[src/hw/rtl/ltkp_pkg.sv]
// Shared types, keyword tables and token-matching functions for the lane
// tag keyword parser. No dependencies.
package ltkp_pkg;

    localparam int KW_COUNT   = 15;
    localparam int KW_MAXLEN  = 14;
    localparam int WAYS_W     = 12;
    localparam int POS_W      = 4;
    localparam int TEXT_W     = KW_MAXLEN * 8;

    typedef logic [KW_COUNT-1:0] kw_mask_t;
    typedef logic [POS_W-1:0]    tok_pos_t;
    typedef logic [WAYS_W-1:0]   ways_t;
    typedef logic [7:0]          byte_t;

    // Result of closing a token
    typedef struct packed {
        logic  hit;
        ways_t ways;
    } tok_fin_t;

    // Everything the token unit reports for one item
    typedef struct packed {
        kw_mask_t adv_cand;
        tok_pos_t adv_pos;
        tok_fin_t fin_cur;
        tok_fin_t fin_adv;
    } tok_info_t;

    localparam kw_mask_t CAND_ALL = {KW_COUNT{1'b1}};
    localparam tok_pos_t POS_MAX  = {POS_W{1'b1}};

    localparam byte_t CH_BAR   = 8'h7C;
    localparam byte_t CH_SEMI  = 8'h3B;
    localparam byte_t CH_SPACE = 8'h20;
    localparam byte_t CH_TAB   = 8'h09;
    localparam byte_t CH_CR    = 8'h0D;
    localparam byte_t CH_UC_A  = 8'h41;
    localparam byte_t CH_UC_Z  = 8'h5A;
    localparam byte_t CASE_OFS = 8'h20;

    // Keyword text, right aligned (last character in the low byte)
    localparam logic [TEXT_W-1:0] KW_TEXT [KW_COUNT] = '{
        {TEXT_W{1'b0}},
        TEXT_W'("through"),
        TEXT_W'("left"),
        TEXT_W'("right"),
        TEXT_W'("none"),
        TEXT_W'({"sharp_", "left"}),
        TEXT_W'({"slight_", "left"}),
        TEXT_W'({"merge_to_", "right"}),
        TEXT_W'({"merge_to_", "left"}),
        TEXT_W'({"slight_", "right"}),
        TEXT_W'({"sharp_", "right"}),
        TEXT_W'("reverse"),
        TEXT_W'({"next_", "right"}),
        TEXT_W'({"slide_", "left"}),
        TEXT_W'({"slide_", "right"})
    };

    localparam tok_pos_t KW_LEN [KW_COUNT] = '{
        4'd0, 4'd7, 4'd4, 4'd5, 4'd4, 4'd10, 4'd11,
        4'd14, 4'd13, 4'd12, 4'd11, 4'd7, 4'd10, 4'd10, 4'd11
    };

    localparam ways_t KW_BITS [KW_COUNT] = '{
        12'h001, 12'h002, 12'h004, 12'h008, 12'h001, 12'h010, 12'h020,
        12'h040, 12'h080, 12'h100, 12'h200, 12'hC00, 12'h008, 12'h002, 12'h002
    };

    // Character at a position of a keyword; zero past its end
    function automatic byte_t kw_char(input int k, input tok_pos_t pos);
        byte_t ch;
        int    base;
        ch = 8'h00;
        if (pos < KW_LEN[k])
        begin
            base = (int'(KW_LEN[k]) - 1 - int'(pos)) * 8;
            ch   = KW_TEXT[k][base +: 8];
        end
        return ch;
    endfunction

    // Close a token: OR of the bits of every keyword that matches exactly
    function automatic tok_fin_t kw_finish(input kw_mask_t cand, input tok_pos_t pos);
        tok_fin_t fin;
        fin = '0;
        for (int k = 0; k < KW_COUNT; k++)
        begin
            if (cand[k] && (KW_LEN[k] == pos))
            begin
                fin.hit  = 1'b1;
                fin.ways = fin.ways | KW_BITS[k];
            end
        end
        return fin;
    endfunction

endpackage

[src/hw/rtl/ltkp_token_unit.sv]
// Keyword candidate matcher: advances the candidate mask by one byte and
// closes the current or advanced token. Depends on ltkp_pkg.
module ltkp_token_unit (
    input  ltkp_pkg::kw_mask_t  cand,
    input  ltkp_pkg::tok_pos_t  pos,
    input  ltkp_pkg::byte_t     ch,
    output ltkp_pkg::tok_info_t info
);
    import ltkp_pkg::*;

    kw_mask_t keep;
    tok_pos_t pos_inc;

    // One comparator per keyword, character picked by position
    always_comb
    begin
        for (int k = 0; k < KW_COUNT; k++)
        begin
            keep[k] = cand[k] && (pos < KW_LEN[k]) && (kw_char(k, pos) == ch);
        end
    end

    // Position saturates so over-long tokens match nothing
    assign pos_inc = (pos == POS_MAX) ? pos : pos + tok_pos_t'(1);

    assign info.adv_cand = keep;
    assign info.adv_pos  = pos_inc;
    assign info.fin_cur  = kw_finish(cand, pos);
    assign info.fin_adv  = kw_finish(keep, pos_inc);

endmodule

[src/hw/rtl/lane_tag_keyword_parser_core.sv]
// Lane tag keyword parser: input register, token unit, result register.
// An accepted item passes through the input register, then the result
// register. Throughput: one item per cycle while the result side takes
// items; the parse state updates once per item.
// Reset (rst_n low, asynchronous) empties both registers and returns the
// parse state to an empty token, empty lane, no error, no byte seen.
module lane_tag_keyword_parser_core (
    input  logic               clk,
    input  logic               rst_n,
    input  logic               in_valid,
    output logic               in_ready,
    input  ltkp_pkg::byte_t    char_byte,
    input  logic               char_present,
    input  logic               string_end,
    output logic               out_valid,
    input  logic               out_ready,
    output ltkp_pkg::ways_t    lane_ways,
    output logic               lane_valid,
    output logic               parse_error,
    output logic               list_end
);
    import ltkp_pkg::*;

    // Input register
    logic     in_vld_reg;
    byte_t    byte_reg;
    logic     present_reg;
    logic     end_reg;

    // Parse state
    kw_mask_t cand_reg,  cand_next;
    tok_pos_t pos_reg,   pos_next;
    ways_t    acc_reg,   acc_next;
    logic     err_reg,   err_next;
    logic     seen_reg,  seen_next;

    // Result register
    logic     out_vld_reg;
    ways_t    ways_reg,  ways_next;
    logic     lvalid_reg, lvalid_next;
    logic     perr_reg,  perr_next;
    logic     lend_reg,  lend_next;
    logic     emit;

    logic      proceed;
    byte_t     ch_low;
    logic      is_sep;
    logic      is_ws;
    logic      active;
    logic      done;
    tok_info_t info;
    tok_fin_t  fin_end;
    tok_fin_t  fin_clr;

    // Handshake: item in the input register moves on when the result slot frees
    assign proceed  = in_vld_reg && (!out_vld_reg || out_ready);
    assign in_ready = !in_vld_reg || proceed;

    always_ff @(posedge clk or negedge rst_n)
    begin
        if (!rst_n)
        begin
            in_vld_reg <= 1'b0;
        end
        else if (in_ready)
        begin
            in_vld_reg <= in_valid;
        end
    end

    always_ff @(posedge clk)
    begin
        if (in_ready && in_valid)
        begin
            byte_reg    <= char_byte;
            present_reg <= char_present;
            end_reg     <= string_end;
        end
    end

    // Byte classification and lowercasing
    always_comb
    begin
        is_sep = (byte_reg == CH_BAR) || (byte_reg == CH_SEMI);
        is_ws  = (byte_reg inside {CH_SPACE, [CH_TAB:CH_CR]});
        ch_low = (byte_reg inside {[CH_UC_A:CH_UC_Z]}) ? byte_reg + CASE_OFS : byte_reg;
    end

    ltkp_token_unit u_token (
        .cand (cand_reg),
        .pos  (pos_reg),
        .ch   (ch_low),
        .info (info)
    );

    assign fin_clr = kw_finish(CAND_ALL, '0);
    assign active  = present_reg && !err_reg;

    // Next parse state and result for the item in the input register
    always_comb
    begin
        cand_next   = cand_reg;
        pos_next    = pos_reg;
        acc_next    = acc_reg;
        err_next    = err_reg;
        seen_next   = seen_reg;
        emit        = 1'b0;
        done        = 1'b0;
        ways_next   = '0;
        lvalid_next = 1'b0;
        perr_next   = 1'b0;
        lend_next   = 1'b0;
        fin_end     = info.fin_cur;

        if (active)
        begin
            seen_next = 1'b1;
            if (is_sep)
            begin
                acc_next  = acc_reg | info.fin_cur.ways;
                cand_next = CAND_ALL;
                pos_next  = '0;
                fin_end   = fin_clr;
                if (!info.fin_cur.hit)
                begin
                    err_next = 1'b1;
                end
                else if (byte_reg == CH_BAR)
                begin
                    // Lane closed by a separator
                    emit        = 1'b1;
                    done        = 1'b1;
                    ways_next   = acc_next;
                    lvalid_next = 1'b1;
                    lend_next   = end_reg;
                    acc_next    = '0;
                end
            end
            else if (!is_ws)
            begin
                cand_next = info.adv_cand;
                pos_next  = info.adv_pos;
                fin_end   = info.fin_adv;
            end
        end

        // End of string closes the last lane and clears all state
        if (end_reg && !done)
        begin
            emit      = 1'b1;
            lend_next = 1'b1;
            if (err_next)
            begin
                perr_next = 1'b1;
            end
            else if (seen_next)
            begin
                if (fin_end.hit)
                begin
                    ways_next   = acc_next | fin_end.ways;
                    lvalid_next = 1'b1;
                end
                else
                begin
                    perr_next = 1'b1;
                end
            end
        end

        if (end_reg)
        begin
            cand_next = CAND_ALL;
            pos_next  = '0;
            acc_next  = '0;
            err_next  = 1'b0;
            seen_next = 1'b0;
        end
    end

    // Parse state registers
    always_ff @(posedge clk or negedge rst_n)
    begin
        if (!rst_n)
        begin
            cand_reg <= CAND_ALL;
            pos_reg  <= '0;
            acc_reg  <= '0;
            err_reg  <= 1'b0;
            seen_reg <= 1'b0;
        end
        else if (proceed)
        begin
            cand_reg <= cand_next;
            pos_reg  <= pos_next;
            acc_reg  <= acc_next;
            err_reg  <= err_next;
            seen_reg <= seen_next;
        end
    end

    // Result register
    always_ff @(posedge clk or negedge rst_n)
    begin
        if (!rst_n)
        begin
            out_vld_reg <= 1'b0;
        end
        else if (proceed)
        begin
            out_vld_reg <= emit;
        end
        else if (out_ready)
        begin
            out_vld_reg <= 1'b0;
        end
    end

    always_ff @(posedge clk)
    begin
        if (proceed && emit)
        begin
            ways_reg   <= ways_next;
            lvalid_reg <= lvalid_next;
            perr_reg   <= perr_next;
            lend_reg   <= lend_next;
        end
    end

    assign out_valid   = out_vld_reg;
    assign lane_ways   = ways_reg;
    assign lane_valid  = lvalid_reg;
    assign parse_error = perr_reg;
    assign list_end    = lend_reg;

endmodule

[config.mk]
export PLATFORM = sky130hd
export DESIGN_NAME = lane_tag_keyword_parser_core
export DESIGN_NICKNAME = d
export VERILOG_FILES = /design/src/hw/rtl/ltkp_pkg.sv /design/src/hw/rtl/ltkp_token_unit.sv /design/src/hw/rtl/lane_tag_keyword_parser_core.sv
export SDC_FILE = /design/constraint.sdc
export NUM_CORES = 1
export LEC_CHECK = 0
export ABC_AREA = 0
export ABC_CLOCK_PERIOD_IN_PS = 7250
export BUFFER_PORTS_ARGS = -buffer_cell sky130_fd_sc_hd__buf_2
export CORE_MARGIN = 4
export CORE_UTILIZATION = 45
export CTS_BUF_LIST = sky130_fd_sc_hd__clkbuf_16
export CTS_CLUSTER_DIAMETER = 80
export DETAILED_ROUTE_END_ITERATION = 16
export GPL_TIMING_DRIVEN = 0
export SYNTH_ARGS = -nofsm -noshare
export SYNTH_HDL_FRONTEND = slang
export SYNTH_SLANG_ARGS = --single-unit
[constraint.sdc]
create_clock -name clk -period 7.25 [get_ports clk]
set_input_delay 1.8125 -clock clk [delete_from_list [all_inputs] [get_ports clk]]
set_output_delay 1.8125 -clock clk [all_outputs]
set_load 0.03 [all_outputs]
==> flow_metrics.py <==
metrics = {
    "global_route": {
        "grt_pass1_wl_um": 46500,
        "grt-ovfl-total": 0,
        "antenna_found_initial": 0,
        "grt_use_total_pct": 33.3,
        "grt_max_degree": 36,
        "grt_pass1_vias": 7772,
    },
    "critical_path": {
        "cpLargestDelayFamily": "buffers and inverters",
        "ff2ff_setup_slack_ps": 920,
        "critPathMaxFanout": 11,
        "cp.required_ps": 7390,
        "path_buf_inv": 7,
        "cp.arrival_ps": 6470,
        "cp_slowest_cell": "dfrtp_1",
        "crit_path_max_incr_delay_ps": 680,
        "cp-end-kind": "flop",
        "cp_common_cell": "clkbuf_1",
        "cp-start-kind": "flop",
        "path_cells": "clkbuf_1, buf_2, buf_2, inv_1, ha_1, clkbuf_1, clkbuf_1, clkbuf_1, o2111ai_1, a21oi_1, o21a_1, o221ai_1, nor4bb_1, a22oi_1, o31ai_1, o21ai_0, a211oi_1",
        "path_class": "flop to flop",
    },
    "timing": {
        "slew_viol_final": 0,
        "fin_skew_ps": 5.22,
        "post-route-min-period_ps": 6330,
        "hold_violations": 0,
        "rsz0062_at_grt": "false",
        "finalSetupViolations": 0,
        "period_share_pct": 87.3,
        "tns_ps": 0,
        "tightest_slew_ps": 1340,
        "worst_slack_ps": 924,
        "relSlewSlack_pct": 9.90,
        "max_freq_mhz": 158,
    },
    "detailed_routing": {
        "wire_per_inst_um": 24.7,
        "wl_um": 30400,
        "antenna_left": 0,
        "vias": 8239,
        "met1_length_um": 13000,
        "met2_length_um": 12300,
        "vias_per_cell": 6.69,
        "drc_errors": 0,
        "highest_layer": "met4",
        "drt_pass1_iterations": 5,
        "first_iter_violations": 1145,
        "met3WireLength_um": 3020,
    },
    "power_and_ir_drop": {
        "ir_drop_mv": 0.161,
        "total_power_mw": 1.80,
        "power_density_nw_per_um2": 225,
        "p_leak_nw": 3.04,
    },
    "logic_synthesis": {
        "synth_top_area_cell": "edfxtp_1",
        "synthesis.nets": 1004,
        "synth_area_leaders": "edfxtp_1 (10%), dfrtp_1 (6.9%), a21oi_1 (5.8%)",
        "synthCells": 969,
        "synth.avg_cell_area_um2": 7.47,
        "synth-edff-count": 25,
        "seq_area_frac_synth_pct": 22.7,
        "synth_flop_cell": "edfxtp_1",
        "synth_cell_type_count": 93,
        "synth_seq_cells": 60,
        "synth_warnings": 0,
        "synth-async-reset-ratio_pct": 58.3,
        "synthesis.area_um2": 7240,
        "synth_top_cell_area_share_pct": 10.4,
    },
    "layout": {
        "final_cells": 1231,
        "utilization_pct": 50.5,
        "area_growth_syn_to_layout_pct": 10.4,
        "final_cell_mix": "nor2_1 (96), a21oi_1 (84), o21ai_0 (66)",
        "final_common_cell": "nor2_1",
        "fillers": 1615,
        "largest_reg_flops": 15,
        "nNetsFinal": 1045,
        "diodes": 0,
        "final_layout_size_suffix_gt1_share_pct": 13.3,
    },
    "placed_design": {
        "placed_cells": 1215,
        "hpwlAfterDp_um": 22600,
        "pre_cts_slack_ps": 1240,
        "gp_congestion": 1.00,
        "place.port_buffers": 30,
    },
    "clock_tree": {
        "clock_sinks": 60,
        "cts_tree": "yes",
        "clock_latency_ps": 330,
        "cts-root-buf": "clkbuf_16",
        "clk_pin_slew_ps": 60,
        "htree_levels": 3,
        "cts_buffers": 9,
        "hold_buffers": 0,
        "cts_setup_buffers": 0,
        "ctsResizeCount": 0,
        "clock_path_buffers": 2,
    },
    "floorplan": {
        "fp.dieW_um": 135,
        "die_y_um": 135,
        "dieArea_um2": 18200,
        "start_util_pct": 45.7,
        "ios": 31,
        "rows": 46,
        "core_um2": 15800,
    },
    "worst_hold_path": {
        "hold_path.class": "flop to flop",
    },
    "run": {
        "drv_cap": 0,
    },
    "run_status": {
        "status": "finished clean",
    },
}
==> path summary, 6_finish.rpt <==
kind,start,end,cells after the start
worst max register to register,pos_reg[1],lane_ways[0],17
max in group asynchronous,rst_n,acc_reg[9],1
worst min-delay path,acc_reg[8],acc_reg[8],2
min in group asynchronous,rst_n,acc_reg[4],1
worst max-delay path,pos_reg[1],lane_ways[0],17
worst min register to register,acc_reg[8],acc_reg[8],2
==> cells in the mapped netlist (all sizes together) (7+ instances only) <==
master and count:
nand3b 8, nor2b 25, nand2 64, nand4 16, and2 8, nand2b 27
nor3 24, or4 15, o221ai 9, or3 12, nor2 99, inv 31
and3 8, dfstp 15, a31oi 19, a22oi 9, ha 21, a311oi 9
dfrtp 20, a21o 10, a211oi 12, o21a 7, o211ai 12, o21ai 70
o22ai 8, xor2 14, nand3 27, or2 10, buf 39, mux2i 9
edfxtp 25, o31ai 12, a21oi 88, xnor2 28, nor4 18, clkbuf 41
==> worst reg2reg max path, stage by stage, from the launching register on <==
cell and delay (ps):
dfrtp_1 680, clkbuf_1 380, buf_2 300, buf_2 280
inv_1 250, ha_1 370, clkbuf_1 330, clkbuf_1 550
clkbuf_1 620, o2111ai_1 230, a21oi_1 200, o21a_1 160
o221ai_1 140, nor4bb_1 390, a22oi_1 160, o31ai_1 610
o21ai_0 190, a211oi_1 290
==> cell type report <==
| class | count | area (µm²) | share of cell area, % |
|---|---|---|---|
| Buffer | 80 | 378 | 4.73 |
| Clock buffer | 10 | 250 | 3.13 |
| Clock inverter | 6 | 85.1 | 1.06 |
| Inverter | 32 | 120 | 1.50 |
| Multi-Input combinational cell | 797 | 5100 | 63.7 |
| Sequential cell | 60 | 1650 | 20.6 |
| Tap cell | 216 | 270 | 3.38 |
| Timing Repair Buffer | 30 | 150 | 1.88 |
==> report_power, final <==
group | total, mW | internal (mW) | switching (mW)
Sequential | 0.429 | 0.396 | 0.0327
Combinational | 0.894 | 0.304 | 0.591
Clock | 0.479 | 0.320 | 0.159
Total | 1.80 | 1.02 | 0.782
==> metal layers <==
layer,vias up,track usage (%)
met2,543,46.3
li1,3731,-
met3,120,6.04
met5,-,0
met4,0,19.9
met1,3845,47.6
==> cell families (layout without fill, tap and decap cells) <==
| kind of cell | Yosys count | after routing | share of synthesized area (%) |
|---|---|---|---|
| buf+inv | 112 | 158 | 6.88 |
| xor+xnor | 42 | 42 | 5.08 |
| compound gates | 336 | 336 | 31.4 |
| mux | 11 | 11 | 1.56 |
| simple gates | 387 | 387 | 28.7 |
| fa+ha+maj | 21 | 21 | 3.63 |
| flops | 60 | 60 | 22.7 |
==> metrics by stage <==
step | hold slack [ps] | area (µm²)
after detailed placement | 484 | 7660
after CTS | 498 | 8000
final | 497 | 8000
after floorplan | 463 | 7240
after global routing | 523 | 8000
after global placement | 477 | 7660
No activity file was read; power rests on OpenSTA's default activity.
